File: config.mk
export PLATFORM = sky130hd
export DESIGN_NAME = prime_factorize_trial_division_top
export DESIGN_NICKNAME = d
export VERILOG_FILES = /design/src/rtl/pft_pkg.sv /design/src/rtl/pft_div.sv /design/src/rtl/prime_factorize_trial_division_top.sv
export SDC_FILE = /design/constraint.sdc
export NUM_CORES = 1
export LEC_CHECK = 0
export BUFFER_PORTS_ARGS = -buffer_cell sky130_fd_sc_hd__buf_2
export CORE_ASPECT_RATIO = 1.2
export CORE_MARGIN = 2
export CORE_UTILIZATION = 62
export CTS_CLUSTER_SIZE = 40
export DETAILED_ROUTE_END_ITERATION = 6
export PLACE_DENSITY = 0.93
export SYNTH_ARGS = -nofsm -noshare
export SYNTH_HDL_FRONTEND = slang
export SYNTH_SLANG_ARGS = --single-unit
File: constraint.sdc
create_clock -name clk -period 6 [get_ports clk]
set_clock_uncertainty 0.15 [all_clocks]
set_input_delay 1.5 -clock clk [delete_from_list [all_inputs] [get_ports clk]]
set_output_delay 1.5 -clock clk [all_outputs]
set_load 0.005 [all_outputs]
File: src/rtl/pft_pkg.sv
// Shared types and constants for the trial-division prime factorizer.
`default_nettype none
package pft_pkg;

  // Width of the factor field on the result channel.
  localparam int FACTOR_W = 16;
  // Most results one input item may produce.
  localparam int MAX_RESULTS = 16;
  // Width of the emitted-result counter.
  localparam int CNT_W = $clog2(MAX_RESULTS);

  typedef enum logic [1:0] {
    ST_IDLE,
    ST_TEST,
    ST_DIV,
    ST_SEND
  } pft_state_t;

endpackage
`default_nettype wire

File: src/rtl/pft_div.sv
// Iterative restoring divider, one quotient bit per cycle.
`default_nettype none
module pft_div #(
  parameter int W = 16
) (
  input  wire logic         clk,
  input  wire logic         rst_n,
  input  wire logic         start,
  input  wire logic [W-1:0] dividend,
  input  wire logic [W-1:0] divisor,
  output logic              done,
  output logic [W-1:0]      quotient,
  output logic [W-1:0]      remainder
);

  localparam int CW = $clog2(W + 1);

  logic          busy_r, busy_nxt;
  logic          done_r, done_nxt;
  logic [CW-1:0] cnt_r, cnt_nxt;
  logic [W-1:0]  rem_r, rem_nxt;
  logic [W-1:0]  quo_r, quo_nxt;
  logic [W-1:0]  div_r, div_nxt;
  logic [W:0]    shifted;
  logic [W:0]    diff;
  logic          ge;

  // One step: shift the next dividend bit into the partial remainder and
  // subtract the divisor where it fits.
  assign shifted = {rem_r, quo_r[W-1]};
  assign ge      = shifted >= {1'b0, div_r};
  assign diff    = shifted - {1'b0, div_r};

  always_comb begin
    busy_nxt = busy_r;
    done_nxt = 1'b0;
    cnt_nxt  = cnt_r;
    rem_nxt  = rem_r;
    quo_nxt  = quo_r;
    div_nxt  = div_r;
    if (start) begin
      busy_nxt = 1'b1;
      cnt_nxt  = '0;
      rem_nxt  = '0;
      quo_nxt  = dividend;
      div_nxt  = divisor;
    end else if (busy_r) begin
      rem_nxt = ge ? diff[W-1:0] : shifted[W-1:0];
      quo_nxt = {quo_r[W-2:0], ge};
      cnt_nxt = cnt_r + 1'b1;
      if (cnt_r == CW'(W - 1)) begin
        busy_nxt = 1'b0;
        done_nxt = 1'b1;
      end
    end
  end

  always_ff @(posedge clk) begin
    if (!rst_n) begin
      busy_r <= 1'b0;
      done_r <= 1'b0;
      cnt_r  <= '0;
    end else begin
      busy_r <= busy_nxt;
      done_r <= done_nxt;
      cnt_r  <= cnt_nxt;
    end
  end

  always_ff @(posedge clk) begin
    rem_r <= rem_nxt;
    quo_r <= quo_nxt;
    div_r <= div_nxt;
  end

  assign done      = done_r;
  assign quotient  = quo_r;
  assign remainder = rem_r;

endmodule
`default_nettype wire

File: src/rtl/prime_factorize_trial_division_top.sv
// Top level of the trial-division prime factorizer: sequencer and result register.
// Each trial divisor takes a pass through the test state plus a run of the shared
// bit-serial divider; a 16-bit prime tries 254 divisors.
// Each result waits in the send state for out_tready; inputs 0 and 1 skip the
// trials. One item is handled at a time; in_tready is low meanwhile.
// rst_n is synchronous and active low; it returns the sequencer to idle.
`default_nettype none
module prime_factorize_trial_division_top #(
  parameter int VALUE_WIDTH = 16
) (
  input  wire logic                                  clk,
  input  wire logic                                  rst_n,
  input  wire logic                                  in_tvalid,
  output logic                                       in_tready,
  // in_tdata: value [VALUE_WIDTH-1:0], zero padding above to a whole byte.
  input  wire logic [((VALUE_WIDTH + 7) / 8) * 8 - 1:0] in_tdata,
  output logic                                       out_tvalid,
  input  wire logic                                  out_tready,
  // out_tdata: factor [15:0].
  output logic [pft_pkg::FACTOR_W-1:0]               out_tdata,
  output logic                                       out_tlast,
  // out_tuser: invalid [0].
  output logic                                       out_tuser
);

  localparam int VW = VALUE_WIDTH;
  localparam int FW = pft_pkg::FACTOR_W;

  pft_pkg::pft_state_t state_r, state_nxt;

  logic [VW-1:0]               rest_r, rest_nxt;   // value still to be factored
  logic [VW-1:0]               d_r, d_nxt;         // current trial divisor
  logic [VW:0]                 sq_r, sq_nxt;       // d_r squared, kept by adds
  logic [pft_pkg::CNT_W-1:0]   n_r, n_nxt;         // results emitted so far
  logic [FW-1:0]               factor_r, factor_nxt;
  logic                        last_r, last_nxt;
  logic                        invalid_r, invalid_nxt;

  logic          in_acc;
  logic          small_in;
  logic          sq_le;
  logic          div_start;
  logic          div_done;
  logic [VW-1:0] div_quo;
  logic [VW-1:0] div_rem;
  logic          rem_zero;
  logic [FW+VW-1:0] rest_ext;
  logic [FW+VW-1:0] d_ext;

  assign in_acc   = in_tvalid && in_tready;
  // Values zero and one have no factors and are flagged invalid.
  assign small_in = (in_tdata[VW-1:1] == '0);
  // The trial loop keeps going while the divisor squared fits in the rest.
  assign sq_le    = sq_r <= {1'b0, rest_r};
  assign rem_zero = (div_rem == '0);
  // Factors leave as 16 bits; wider values are cut, narrower ones padded.
  assign rest_ext = {{FW{1'b0}}, rest_r};
  assign d_ext    = {{FW{1'b0}}, d_r};

  // The one shared divider computes rest / d for every trial.
  pft_div #(
    .W(VW)
  ) u_div (
    .clk      (clk),
    .rst_n    (rst_n),
    .start    (div_start),
    .dividend (rest_r),
    .divisor  (d_r),
    .done     (div_done),
    .quotient (div_quo),
    .remainder(div_rem)
  );

  // Next state.
  always_comb begin
    state_nxt = state_r;
    case (state_r)
      pft_pkg::ST_IDLE: begin
        if (in_acc) begin
          state_nxt = small_in ? pft_pkg::ST_SEND : pft_pkg::ST_TEST;
        end
      end
      pft_pkg::ST_TEST: begin
        state_nxt = sq_le ? pft_pkg::ST_DIV : pft_pkg::ST_SEND;
      end
      pft_pkg::ST_DIV: begin
        if (div_done) begin
          state_nxt = rem_zero ? pft_pkg::ST_SEND : pft_pkg::ST_TEST;
        end
      end
      pft_pkg::ST_SEND: begin
        if (out_tready) begin
          state_nxt = last_r ? pft_pkg::ST_IDLE : pft_pkg::ST_TEST;
        end
      end
      default: state_nxt = pft_pkg::ST_IDLE;
    endcase
  end

  // Handshake and divider control.
  always_comb begin
    in_tready  = 1'b0;
    out_tvalid = 1'b0;
    div_start  = 1'b0;
    case (state_r)
      pft_pkg::ST_IDLE: in_tready  = 1'b1;
      pft_pkg::ST_TEST: div_start  = sq_le;
      pft_pkg::ST_DIV:  div_start  = 1'b0;
      pft_pkg::ST_SEND: out_tvalid = 1'b1;
      default:          in_tready  = 1'b0;
    endcase
  end

  // Datapath updates.
  always_comb begin
    rest_nxt    = rest_r;
    d_nxt       = d_r;
    sq_nxt      = sq_r;
    n_nxt       = n_r;
    factor_nxt  = factor_r;
    last_nxt    = last_r;
    invalid_nxt = invalid_r;
    case (state_r)
      pft_pkg::ST_IDLE: begin
        if (in_acc) begin
          rest_nxt    = in_tdata[VW-1:0];
          d_nxt       = VW'(2);
          sq_nxt      = (VW + 1)'(4);
          n_nxt       = '0;
          factor_nxt  = '0;
          last_nxt    = 1'b1;
          invalid_nxt = 1'b1;
        end
      end
      pft_pkg::ST_TEST: begin
        // Loop over: whatever is left above one is the final prime.
        if (!sq_le) begin
          factor_nxt  = rest_ext[FW-1:0];
          last_nxt    = 1'b1;
          invalid_nxt = 1'b0;
        end
      end
      pft_pkg::ST_DIV: begin
        if (div_done) begin
          if (rem_zero) begin
            // The divisor divides: emit it and divide it out, then try it again.
            rest_nxt    = div_quo;
            factor_nxt  = d_ext[FW-1:0];
            last_nxt    = (div_quo == VW'(1)) ||
                          (n_r == pft_pkg::CNT_W'(pft_pkg::MAX_RESULTS - 1));
            invalid_nxt = 1'b0;
            n_nxt       = n_r + 1'b1;
          end else begin
            // (d + 1)^2 = d^2 + 2d + 1.
            d_nxt  = d_r + 1'b1;
            sq_nxt = sq_r + {d_r, 1'b1};
          end
        end
      end
      pft_pkg::ST_SEND: begin
        factor_nxt = factor_r;
      end
      default: begin
        factor_nxt = factor_r;
      end
    endcase
  end

  always_ff @(posedge clk) begin
    if (!rst_n) begin
      state_r <= pft_pkg::ST_IDLE;
    end else begin
      state_r <= state_nxt;
    end
  end

  always_ff @(posedge clk) begin
    rest_r    <= rest_nxt;
    d_r       <= d_nxt;
    sq_r      <= sq_nxt;
    n_r       <= n_nxt;
    factor_r  <= factor_nxt;
    last_r    <= last_nxt;
    invalid_r <= invalid_nxt;
  end

  assign out_tdata = factor_r;
  assign out_tlast = last_r;
  assign out_tuser = invalid_r;

  // Results are never offered while a new item can be taken.
  a_no_overlap: assert property (@(posedge clk) disable iff (!rst_n)
    out_tvalid |-> !in_tready)
    else $error("result offered while input is open");

  // An invalid result is the only one for its item and carries factor zero.
  a_invalid_form: assert property (@(posedge clk) disable iff (!rst_n)
    (out_tvalid && out_tuser) |-> (out_tlast && (out_tdata == '0)))
    else $error("invalid result malformed");

  // After an item is taken the block stays busy for at least the next cycle.
  a_busy_after_accept: assert property (@(posedge clk) disable iff (!rst_n)
    (in_tvalid && in_tready) |=> !in_tready)
    else $error("input reopened right after accept");

  // A valid factor is never below two when values fit the factor field.
  a_factor_range: assert property (@(posedge clk) disable iff (!rst_n)
    (out_tvalid && !out_tuser && (VW <= FW)) |-> (out_tdata > FW'(1)))
    else $error("factor below two");

endmodule
`default_nettype wire
# After elaboration in Yosys (flattened, before gate mapping)
# Index checks and enable logic that the tools add are counted.
[word_totals] regBits=128 latch_bits=0 mem_bits_rw=0 romBits=0 input_bits=20 output_inout_bits=20 wordCells=99 mem_count=0
[classes] add_sub_neg=5 mul=0 n_div=0 order_cmp=2 n_eq_ne=12 shifts=0 mux=48 bitwise_logic=3 n_reduce_logical=15
[op_table] cell="2-to-1 mux 16 bit" n=13
[op_table] cell="case mux 16 bit (2 select lines)" n=2
[op_table] cell="2-to-1 mux 17 bit" n=3
[op_table] cell="case mux 16 bit (3 select lines)" n=1
[op_table] cell="case mux 17 bit (2 select lines)" n=1
[op_table] cell="adder 17 bit" n=1
[op_table] cell=">= comparator 17 x 16 -> 1 bit" n=1
[op_table] cell="<= comparator 17 x 16 -> 1 bit" n=1
[op_table] cell="adder 16 x 1 -> 16 bit (second input constant)" n=1
[op_table] cell="equality test 16 x 1 -> 1 bit (second input constant)" n=1
[op_table] cell="logical NOT 16 bit" n=1
[op_table] cell="2-to-1 mux 1 bit" n=16
[op_table] cell="subtractor 16 bit" n=1
[op_table] cell="logical NOT 15 bit" n=1
[op_table] cell="2-to-1 mux 4 bit" n=3
[op_table] cell="2-to-1 mux 2 bit" n=5
[op_table] cell="!= test 2 bit (second input constant)" n=5
[op_table] cell="AND reduction 5 bit" n=2
[op_table] cell="case mux 2 bit (4 select lines)" n=1
[op_table] cell="case mux 4 bit (2 select lines)" n=1
[op_table] cell="AND reduction 4 bit" n=2
[op_table] cell="case mux 1 bit (3 select lines)" n=2
[op_table] cell="adder 5 x 1 -> 5 bit (second input constant)" n=1
[op_table] cell="equality test 5 x 4 -> 1 bit (second input constant)" n=1
[op_table] cell="other kinds (14)" n=18

# Longest topological paths before layout
# Gate-level depths: netlist of run 1.
[logic_depth] ltp_word=5 depth_mapped=11 depth_no_buf=10

# Hierarchy
# A second synthesis of run 1 with hierarchy kept.
[unflattened] hier_cells=716 area_unflattened_um2=7628.6
[modules_own_cells] mod="prime_factorize_trial_division_top" n_inst=1 cells_each=399 area_per_inst_um2=4461.8 seq_area_each_um2=2172.1
[modules_own_cells] mod="pft_div" n_inst=1 cells_each=317 area_per_inst_um2=3166.8 seq_area_each_um2=1421.4

# Worst setup path after synthesis of run 1
# No wires, ideal clock.
[synth_timing] kind="register to register" start="reg sq_r[14]" end="reg factor_r[0], in the netlist out_tdata[0] (enable)" arrival_time_ns=3.568 t_required_ns=5.411 setup_slack_ns=1.843 path_stages_with_launch=10 path_buffers=2 synth_period_minus_slack_ns=4.157 path_cell_list="edfxtp_1 ha_1 nand4b_1 nor4_1 o21ai_0 a31oi_1 nor2b_1 buf_2 buf_4 nor4_1"
[synth_via] elab_chain_cells=3
[synth_rtl] element="start, declared" line_no="prime_factorize_trial_division_top.sv:33" rtl="logic [VW:0] sq_r, sq_nxt;"
[synth_rtl] element="start signal, assigned" line_no="prime_factorize_trial_division_top.sv:180" rtl="sq_r <= sq_nxt;"
[synth_rtl] element="<= comparator 17 x 16 -> 1 bit" line_no="prime_factorize_trial_division_top.sv:54" rtl="assign sq_le = sq_r <= {1'b0, rest_r};"
[synth_rtl] element="!= test 2 bit (no source line)"
[synth_rtl] element="AND reduction 5 bit (no source line)"
[synth_rtl] element="end signal, assigned" line_no="prime_factorize_trial_division_top.sv:182" rtl="factor_r <= factor_nxt;"
[synth_rtl] element="end, declared" line_no="prime_factorize_trial_division_top.sv:35" rtl="logic [FW-1:0] factor_r, factor_nxt;"
# No other way between the ends.
# A chain may end at the register's enable or synchronous reset.

# Worst setup path after layout of run 1
[layout_timing] start="reg rest_r[10]" end="reg u_div.quo_r[12], in the netlist u_div.quotient[12] (enable)"
[layout_via] elab_chain_cells=3
[layout_rtl] element="start, declared" line_no="prime_factorize_trial_division_top.sv:31" rtl="logic [VW-1:0] rest_r, rest_nxt;"
[layout_rtl] element="start signal, assigned" line_no="prime_factorize_trial_division_top.sv:178" rtl="rest_r <= rest_nxt;"
[layout_rtl] element="<= comparator 17 x 16 -> 1 bit" line_no="prime_factorize_trial_division_top.sv:54"
[layout_rtl] element="2-to-1 mux 1 bit" line_no="prime_factorize_trial_division_top.sv:105" rtl="case (state_r)"
[layout_rtl] element="nonzero test 2 bit (no source line)"
[layout_rtl] element="end signal, assigned" line_no="pft_div.sv:72" rtl="quo_r <= quo_nxt;"
[layout_rtl] element="end, declared" line_no="pft_div.sv:22" rtl="logic [W-1:0] quo_r, quo_nxt;"
# No other way between the ends.

==> flow_summary.json, run 1 <==
{
  "route.detailed.drc": 0,
  "setup_tns_ps": 0,
  "post_synth_instance_area_mm2": 0.00752,
  "cts-resized-gates": 0,
  "floorplan.rows": 44,
  "grt.total_usage_pct": 30.6,
  "netlist-cell-type-count": 68,
  "i_o_pins": 40,
  "hold_viol": 0,
  "drt_wl_total_mm": 19.1,
  "cts-htree-levels": 4,
  "outcome": "completed",
  "worstSkewPairLatency_ps": 420,
  "multiInputGateArea_mm2": 0.00363,
  "cts.sinks": 128,
  "hold_path.class": "reg -> reg",
  "required_arrival_time_at_the_worst_endpoint_ps": 5920,
  "tritoncts": "yes",
  "synth-edff-count": 103,
  "synth_seq_area_share_pct": 47.8,
  "final.min_clock_period_ps": 3510,
  "worst_r2r_path_depth": 10,
  "post_cts_buffers": 0,
  "cp_max_fo": 57,
  "final_max_slew_viol_count": 0,
  "worst_setup_path_start_kind": "register",
  "yosys.area.top_type": "sky130_fd_sc_hd__edfxtp_1",
  "tightestPinTransition_ps": 955,
  "synth_largest_type_area_fraction_pct": 41.1,
  "worstSetupEndpointType": "register",
  "synth_async_sr_flop_share_pct": 0,
  "unrepaired_setup_endpoints_after_global_routing": "no",
  "route.detailed.wl_per_inst_um": 21.2,
  "per_instance_average_area_after_synthesis_um2": 11.0,
  "first_pass_grt_wire_length_mm": 30.8,
  "grt_remaining_overflow": 0,
  "die_width_um": 105,
  "synth_commonest_cells": "103 x sky130_fd_sc_hd__edfxtp_1, 77 x sky130_fd_sc_hd__nor2_1, 55 x sky130_fd_sc_hd__ha_1",
  "yosysMostFrequentCell": "sky130_fd_sc_hd__edfxtp_1",
  "postSynth.topFlopCell": "sky130_fd_sc_hd__edfxtp_1",
  "final-seq-area_mm2": 0.00359,
  "finalCritPeriodShare_pct": 58.6,
  "worst_setup_path_class": "reg -> reg",
  "half_perimeter_wire_length_after_detailed_placement_mm": 13.3,
  "setup_viol": 0,
  "number_of_synthesis_warnings": 0,
  "cts_buffer_depth": 2,
  "worst_hold_path.num_cells": 2,
  "syn2layout_area_growth_pct": 12.8,
  "synth.ff_latch_count": 128,
  "antenna_found_initial": 0,
  "route.vias.total": 5827,
  "relSlewSlack_pct": 34.7,
  "drt_first_iter_violations": 533,
  "critical_path.reg2reg.endpoint": "u_div.quotient[12]",
  "data_arrival_time_of_the_worst_path_ps": 3430,
  "r2r-start": "rest_r[10]",
  "gp_congestion": 0.968,
  "design.core.area_mm2": 0.0119,
  "detail_route.vias_per_cell": 6.46,
  "holdBufCountCts": 0,
  "antenna_cells": 0,
  "cts-buffers-inserted": 17,
  "layout-drive-gt1-share_pct": 17.9,
  "fillerInstances": 771,
  "holdPathEnd": "u_div.remainder[13]",
  "synth.net_count": 764,
  "drt_first_pass_iters": 5,
  "vias_in_the_first_global_route": 5944,
  "start_util_pct": 63.0,
  "rrSetupSlack_ps": 2490,
  "cap_violations": 0,
  "cts.reportedPaths.clkPinSlew_ps": 60,
  "grt_max_degree": 58,
  "design.final.nets": 805,
  "cts.root.buffer_cell": "sky130_fd_sc_hd__clkbuf_16",
  "floorplan.die_area_mm2": 0.0130,
  "synthesis.instances": 687,
  "max_freq_ghz": 0.285,
  "chipHeight_um": 125,
  "io_buffers": 39,
  "netlist_top_cells_area": "sky130_fd_sc_hd__edfxtp_1 41%, sky130_fd_sc_hd__ha_1 9.1%, sky130_fd_sc_hd__dfxtp_1 6.7%",
  "antenna_violating_nets_post_route": 0,
  "hold_path_startpoint": "u_div.remainder[13]"
}
==> flip-flops by register name (all words and copies together) (netlist names) <==
| signal | flops |
|---|---|
| u_div.busy_r | 1 |
| n_r | 4 |
| u_div.remainder | 16 |
| out_tdata | 16 |
| out_tlast | 1 |
| out_tuser | 1 |
| d_r | 16 |
| rest_r | 16 |
| u_div.done | 1 |
| u_div.quotient | 16 |
| u_div.div_r | 16 |
| state_r | 2 |
| sq_r | 17 |
| u_div.cnt_r | 5 |
==> metal layers <==
metal	global-route usage, %	vias up	wire (µm)
li1	-	2618	-
met1	34.3	2793	6870
met5	0	-	0
met3	7.12	82	1420
met2	53.4	334	9790
met4	16.7	0	1020
==> area by class of cell <==
type | count | share of cell area, %
Multi-Input combinational cell | 485 | 42.8
Sequential cell | 128 | 42.3
Clock buffer | 25 | 6.65
Timing Repair Buffer | 47 | 3.01
Tap cell | 161 | 2.37
Inverter | 49 | 2.17
Clock inverter | 7 | 0.663
==> kinds of logic after synthesis <==
| logic type | share of synthesized area, % |
|---|---|
| simple gates | 14.6 |
| compound gates | 13.1 |
| flops | 47.8 |
| buf+inv | 4.16 |
| fa+ha+maj | 9.68 |
| mux | 6.52 |
| xor+xnor | 4.19 |
==> worst max path at each step <==
stage	from	endpoint	slack [ps]	cells past startpoint
after floorplan	sq_r[14]	out_tdata[0]	1840	9
after global placement	sq_r[14]	u_div.quotient[11]	2790	8
after detailed placement	sq_r[14]	u_div.quotient[10]	2710	8
after CTS	rest_r[10]	u_div.quotient[12]	2560	10
after global routing	rest_r[10]	u_div.quotient[12]	2380	10
final	rest_r[10]	u_div.quotient[12]	2490	10
==> per-stage QoR <==
step	cell area (µm²)	utilization, %	cells	hold WS (ps)	setup WS (ps)
floorplan	7520	-	687	326	1840
global placement	7870	65.9	870	360	2790
detailed placement	7870	65.9	870	359	2710
CTS	8490	71.1	902	370	2560
global route	8490	71.1	902	400	2380
finish	8490	71.1	902	370	2490
==> placed cells by master (no fill, tap or decap), types with 3 or more instances in the layout <==
master / n
sky130_fd_sc_hd__ha_1: 55
sky130_fd_sc_hd__and2_1: 4
sky130_fd_sc_hd__a31oi_1: 8
sky130_fd_sc_hd__a21oi_1: 27
sky130_fd_sc_hd__nand4_1: 6
sky130_fd_sc_hd__nor3b_1: 6
sky130_fd_sc_hd__a211oi_1: 6
sky130_fd_sc_hd__nand2_1: 25
sky130_fd_sc_hd__edfxtp_1: 103
sky130_fd_sc_hd__xnor2_1: 17
sky130_fd_sc_hd__nand3_1: 15
sky130_fd_sc_hd__clkbuf_16: 21
sky130_fd_sc_hd__nor2b_1: 14
sky130_fd_sc_hd__a311oi_1: 3
sky130_fd_sc_hd__a211oi_2: 7
sky130_fd_sc_hd__dfxtp_1: 25
sky130_fd_sc_hd__buf_4: 8
sky130_fd_sc_hd__and3_1: 9
sky130_fd_sc_hd__nand2b_1: 12
sky130_fd_sc_hd__a22oi_1: 16
sky130_fd_sc_hd__and4_1: 7
sky130_fd_sc_hd__o21a_1: 8
sky130_fd_sc_hd__mux2_2: 32
sky130_fd_sc_hd__or3_1: 3
sky130_fd_sc_hd__inv_6: 3
sky130_fd_sc_hd__nor3_1: 6
sky130_fd_sc_hd__inv_1: 48
sky130_fd_sc_hd__nor4_1: 11
sky130_fd_sc_hd__buf_2: 39
sky130_fd_sc_hd__xor2_1: 19
sky130_fd_sc_hd__o211ai_1: 3
sky130_fd_sc_hd__a21o_1: 9
sky130_fd_sc_hd__nor2_1: 76
sky130_fd_sc_hd__o21bai_1: 3
sky130_fd_sc_hd__mux2i_1: 13
sky130_fd_sc_hd__o21ai_0: 23
==> critical path, cell delays in order (launching register included) <==
cell and delay [ps]:
sky130_fd_sc_hd__edfxtp_1 390, sky130_fd_sc_hd__inv_1 60, sky130_fd_sc_hd__ha_1 310, sky130_fd_sc_hd__a211o_1 260
sky130_fd_sc_hd__o211ai_1 110, sky130_fd_sc_hd__a21oi_1 110, sky130_fd_sc_hd__o21ai_0 300, sky130_fd_sc_hd__a31oi_1 210
sky130_fd_sc_hd__nor2b_4 130, sky130_fd_sc_hd__buf_4 590, sky130_fd_sc_hd__or2_2 500
Power of run 1 is left out: the tool's default activity adds up to more than one toggle a clock period on the data nets, which glitch-free logic cannot reach.
==> run 2, diff against run 1 <==
CORE_UTILIZATION = 56   (was 62)
PLACE_DENSITY = 0.89   (was 0.93)
clock period = 3 ns   (was 6 ns; I/O delays follow)
==> run 2 against run 1 <==
  * Critical endpoint is now u_div.quotient[5]
  * Worst setup slack worse by 2500 ps
  * Largest cell class unchanged
  * Count of clock-buffer cells in the layout down 4
  * The flow now finishes with violations (setup timing)
  * Core utilization down 3.8 points
  * Hold slack better by 3.8 ps
  * Critical path type unchanged
==> flow_summary.json, run 2 (synthesis gave the netlist of run 1 again) <==
{
  "outcome": "complete, but fails checks",
  "violated_checks": "setup timing",
  "final_max_slew_viol_count": 0,
  "floorplan.rows": 46,
  "cts_buffer_depth": 2,
  "placed_area_mm2": 0.00814,
  "drt_first_pass_iters": 6,
  "tightestPinTransition_ps": 652,
  "cts-buffers-inserted": 17,
  "max_freq_ghz": 0.329,
  "required_arrival_time_at_the_worst_endpoint_ps": 3040,
  "worst_setup_path_start_kind": "register",
  "grt.total_usage_pct": 30.2,
  "half_perimeter_wire_length_after_detailed_placement_mm": 13.7,
  "setup.worst_path.start": "sq_r[11]",
  "regMostFlops": "sq_r",
  "r2r-start": "sq_r[11]",
  "tritoncts": "yes",
  "floorplan.die_area_mm2": 0.0144,
  "crit_path_frequent_cell": "sky130_fd_sc_hd__buf_12",
  "route.vias.total": 6113,
  "endpoint": "u_div.quotient[5]",
  "hold_path.class": "reg -> reg",
  "cts-htree-levels": 4,
  "first_pass_grt_wire_length_mm": 32.3,
  "timing.critical_path.slowest_stage_cell": "sky130_fd_sc_hd__edfxtp_1",
  "worstSetupEndpointType": "register",
  "i_o_pins": 40,
  "chipHeight_um": 131,
  "design.core.area_mm2": 0.0132,
  "io_buffers": 39,
  "holdBufCountCts": 0,
  "cts.reportedPaths.clkPinSlew_ps": 60,
  "worstSkewPairLatency_ps": 430,
  "hold_viol": 0,
  "layout.cells.most_common": "sky130_fd_sc_hd__edfxtp_1",
  "antenna_violating_nets_post_route": 0,
  "cp_cell_sequence": "ha_4 > nand4_1 > nor4_2 > o21ai_1 > a31oi_2 > buf_4 > nor2b_4 > buf_12 > or2_2 > buf_12",
  "stdcell_area_mm2": 0.00887,
  "rrSetupSlack_ps": -40,
  "cp_max_fo": 16,
  "setup_ws_ps": -38.3,
  "detail_route.vias_per_cell": 6.45,
  "worst_hold_path.num_cells": 2,
  "gp_congestion": 0.996,
  "setup_viol": 16,
  "max_ffs_per_register": 17,
  "antenna_cells": 0,
  "design.final.nets": 844,
  "critical_path.reg2reg.endpoint": "u_div.quotient[5]",
  "grt_remaining_overflow": 0,
  "grt_max_degree": 34,
  "final.min_clock_period_ps": 3040,
  "vias_in_the_first_global_route": 6265,
  "route.detailed.drc": 0,
  "worst_r2r_path_depth": 10,
  "worst_setup_path_class": "reg -> reg",
  "drt_wl_total_mm": 21.0,
  "cts.root.buffer_cell": "sky130_fd_sc_hd__clkbuf_16",
  "start_util_pct": 57.1,
  "die_width_um": 110,
  "finalCritPeriodShare_pct": 101,
  "drt_first_iter_violations": 837,
  "setup_tns_ps": -511,
  "cap_violations": 0,
  "antenna_found_initial": 0,
  "route.detailed.wl_per_inst_um": 22.1,
  "layout-drive-gt1-share_pct": 22.9,
  "relSlewSlack_pct": 56.6,
  "data_arrival_time_of_the_worst_path_ps": 3080,
  "cts.sinks": 128,
  "syn2layout_area_growth_pct": 17.8,
  "layout_common_cells": "103 x sky130_fd_sc_hd__edfxtp_1, 76 x sky130_fd_sc_hd__nor2_1, 52 x sky130_fd_sc_hd__ha_1",
  "max_stage_delay_ps": 480
}
==> run 2: cell types whose count changed in the layout (fill, tap and decap cells not counted), sizes merged <==
cell | before | now
clkbuf | 25 | 21
clkinv | 3 | 7
buf | 47 | 85
nor2b | 15 | 16
==> run 2: what timing repair did <==
action                     4_1_cts  5_1_grt
pin swaps                        1        6
buffers inserted                 2        6
cloned                           1        1
setup endpoints to repair       66       51
gates resized for setup          3        8
==> run 2: worst min path at each step <==
stage,start,endpoint,slack [ps]
after global placement,u_div.remainder[13],u_div.remainder[13],350
after global routing,u_div.remainder[13],u_div.remainder[13],390
final,u_div.remainder[13],u_div.remainder[13],370
after CTS,u_div.remainder[13],u_div.remainder[13],380
after detailed placement,u_div.remainder[13],u_div.remainder[13],370
after floorplan,u_div.remainder[7],u_div.remainder[7],330
==> run 2: critical path, delay by kind of cell (launching register included) <==
kind            cells  cell delay (ps)
compound gates      2              430
fa+ha+maj           1              330
buf+inv             3              510
flops               1              480
simple gates        4              880
==> run 2: through the flow <==
stage	std cells	setup slack, ps	hold WS [ps]	utilization [%]
detailed placement	906	-59.0	370	61.8
finish	948	-38.3	373	67.3
CTS	941	1.53	381	66.5
floorplan	687	5.72	326	-
global route	948	-47.3	390	67.3
global placement	906	136	350	61.8
==> run 2: metal layers <==
| layer | global-route usage, % | vias up | part of all wire [%] |
|---|---|---|---|
| li1 | - | 2695 | - |
| met4 | 20.0 | 0 | 7.0 |
| met2 | 50.5 | 438 | 49 |
| met1 | 34.9 | 2857 | 36 |
| met3 | 6.10 | 123 | 8.6 |
| met5 | 0 | - | 0 |
==> run 2: area by class of cell <==
cell class | count | area [µm²]
Tap cell | 168 | 210
Inverter | 49 | 184
Clock inverter | 11 | 71.3
Sequential cell | 128 | 3590
Fill cell | 851 | 4310
Multi-Input combinational cell | 486 | 3710
Clock buffer | 21 | 503
Timing Repair Buffer | 85 | 592
Power of run 2 is left out for the same reason.
==> run 3, diff against run 2 <==
clock period = 2.5 ns   (was 3 ns; I/O delays follow)
==> run 3 against run 2 <==
  * The run ends with DRC, setup timing left
  * Die area unchanged
  * Largest cell class unchanged
  * Register-to-register slack worse by 870 ps
  * Worst setup slack worse by 870 ps
  * Count of clock-buffer cells in the layout decreased by 4
  * Sequential share of layout area shrank 6.2 points
  * Via count increased by 21%
  * Critical path type unchanged
  * Final cell count rose by 11%
  * Highest routed layer unchanged
  * Design area is 18% higher
  * Global-route usage is 9.2 points higher
  * Critical path depth is 2 higher
  * Non-clock buffer count rose by 110
==> flow_summary.json, run 3 (synthesis gave the netlist of run 1 again) <==
{
  "final-seq-area_mm2": 0.00359,
  "max_ffs_per_register": 17,
  "floorplan.rows": 46,
  "cts-buffers-inserted": 17,
  "design.core.area_mm2": 0.0132,
  "grt_max_degree": 47,
  "finish.utilization_pct": 79.4,
  "detail_route.vias_per_cell": 6.99,
  "start_util_pct": 57.1,
  "max_freq_ghz": 0.294,
  "cts-htree-levels": 4,
  "route.detailed.drc": 12,
  "drt_wl_total_mm": 31.8,
  "worstSkewPairLatency_ps": 440,
  "worst_setup_path_class": "reg -> reg",
  "worst_setup_path_start_kind": "register",
  "layout_common_cells": "117 x sky130_fd_sc_hd__buf_4, 103 x sky130_fd_sc_hd__edfxtp_1, 73 x sky130_fd_sc_hd__nor2_1",
  "setup_ws_ps": -904,
  "relSlewSlack_pct": 51.7,
  "worstSetupEndpointType": "register",
  "floorplan.die_area_mm2": 0.0144,
  "unrepaired_setup_endpoints_after_global_routing": "yes",
  "antenna_cells": 0,
  "cap_violations": 0,
  "half_perimeter_wire_length_after_detailed_placement_mm": 14.6,
  "cp_max_fo": 4,
  "required_arrival_time_at_the_worst_endpoint_ps": 2490,
  "antenna_violating_nets_post_route": 0,
  "data_arrival_time_of_the_worst_path_ps": 3390,
  "io_buffers": 39,
  "antenna_found_initial": 0,
  "route.detailed.wl_per_inst_um": 30.1,
  "hold_path.class": "in -> reg",
  "fillerInstances": 662,
  "regMostFlops": "sq_r",
  "final.min_clock_period_ps": 3400,
  "i_o_pins": 40,
  "finalCritPeriodShare_pct": 136,
  "first_pass_grt_wire_length_mm": 40.7,
  "cts.root.buffer_cell": "sky130_fd_sc_hd__clkbuf_16",
  "hold_viol": 0,
  "die_width_um": 110,
  "cts.reportedPaths.clkPinSlew_ps": 60,
  "cts_buffer_depth": 2,
  "layout.cells.most_common": "sky130_fd_sc_hd__buf_4",
  "grt.total_usage_pct": 39.4,
  "tightestPinTransition_ps": 725,
  "outcome": "complete, but fails checks",
  "cts.sinks": 128,
  "gp_congestion": 0.938,
  "holdBufCountCts": 0,
  "chipHeight_um": 131,
  "placed_area_mm2": 0.00864,
  "violated_checks": "DRC, setup timing",
  "stdcell_area_mm2": 0.0105,
  "setup_viol": 105,
  "drt_first_pass_iters": 7,
  "tritoncts": "yes",
  "design.final.nets": 953,
  "vias_in_the_first_global_route": 7200,
  "route.vias.total": 7385,
  "multiInputGateArea_mm2": 0.00415,
  "syn2layout_area_growth_pct": 39.0,
  "grt_remaining_overflow": 0,
  "final_max_slew_viol_count": 0,
  "drt_first_iter_violations": 1207,
  "layout-drive-gt1-share_pct": 38.7
}
[run 3: timing repair]
item / 4_1_cts / 5_1_grt
pin swaps: 31 / 21
buffers inserted: 33 / 26
endpoints found under the setup margin: 98 / 100
resized for setup: 71 / 65
gates cloned: 7 / 1
[run 3: area by class of cell]
cell class,count,share of cell area (%)
multi-input combinational,485,39.7
sequential,128,34.4
timing repair buffer,195,16.5
clock buffer,17,4.07
tap,168,2.01
inverter,49,1.76
clock inverter,15,1.60
[run 3: per-stage QoR]
stage | instances | setup TNS (ps) | worst slack, ps | hold WS [ps]
finish | 1057 | -73750 | -904 | 375
global route | 1057 | -70400 | -861 | 372
CTS | 1035 | -16340 | -286 | 353
detailed placement | 964 | -34990 | -491 | 360
global placement | 964 | -25280 | -379 | 350
floorplan | 687 | -13680 | -478 | 326
[run 3: worst paths after layout]
kind,cells past startpoint,end,startpoint,slack [ps]
max reg2reg,12,out_tdata[0],rest_r[14],-900
max,12,out_tdata[0],rest_r[14],-900
min,2,rest_r[0],in_tdata[0],370
min reg2reg,2,u_div.remainder[15],u_div.remainder[15],410
[run 3: routing by layer]
metal,up-vias,global-route usage [%],part of all wire [%]
met5,-,0,0
met4,0,32.8,12
met2,741,64.9,45
li1,2918,-,-
met3,294,10.9,12
met1,3432,41.5,30
[run 3: critical path, stage by stage, from the launching register on]
cell	delay, ps
sky130_fd_sc_hd__edfxtp_1	410
sky130_fd_sc_hd__inv_1	160
sky130_fd_sc_hd__ha_4	310
sky130_fd_sc_hd__nand4b_1	300
sky130_fd_sc_hd__nor4_4	490
sky130_fd_sc_hd__o21ai_2	140
sky130_fd_sc_hd__a31oi_4	210
sky130_fd_sc_hd__nor2b_4	90
sky130_fd_sc_hd__buf_12	140
sky130_fd_sc_hd__nor4_4	250
sky130_fd_sc_hd__buf_6	150
sky130_fd_sc_hd__buf_8	150
sky130_fd_sc_hd__clkbuf_16	160
Power of run 3 is left out for the same reason.
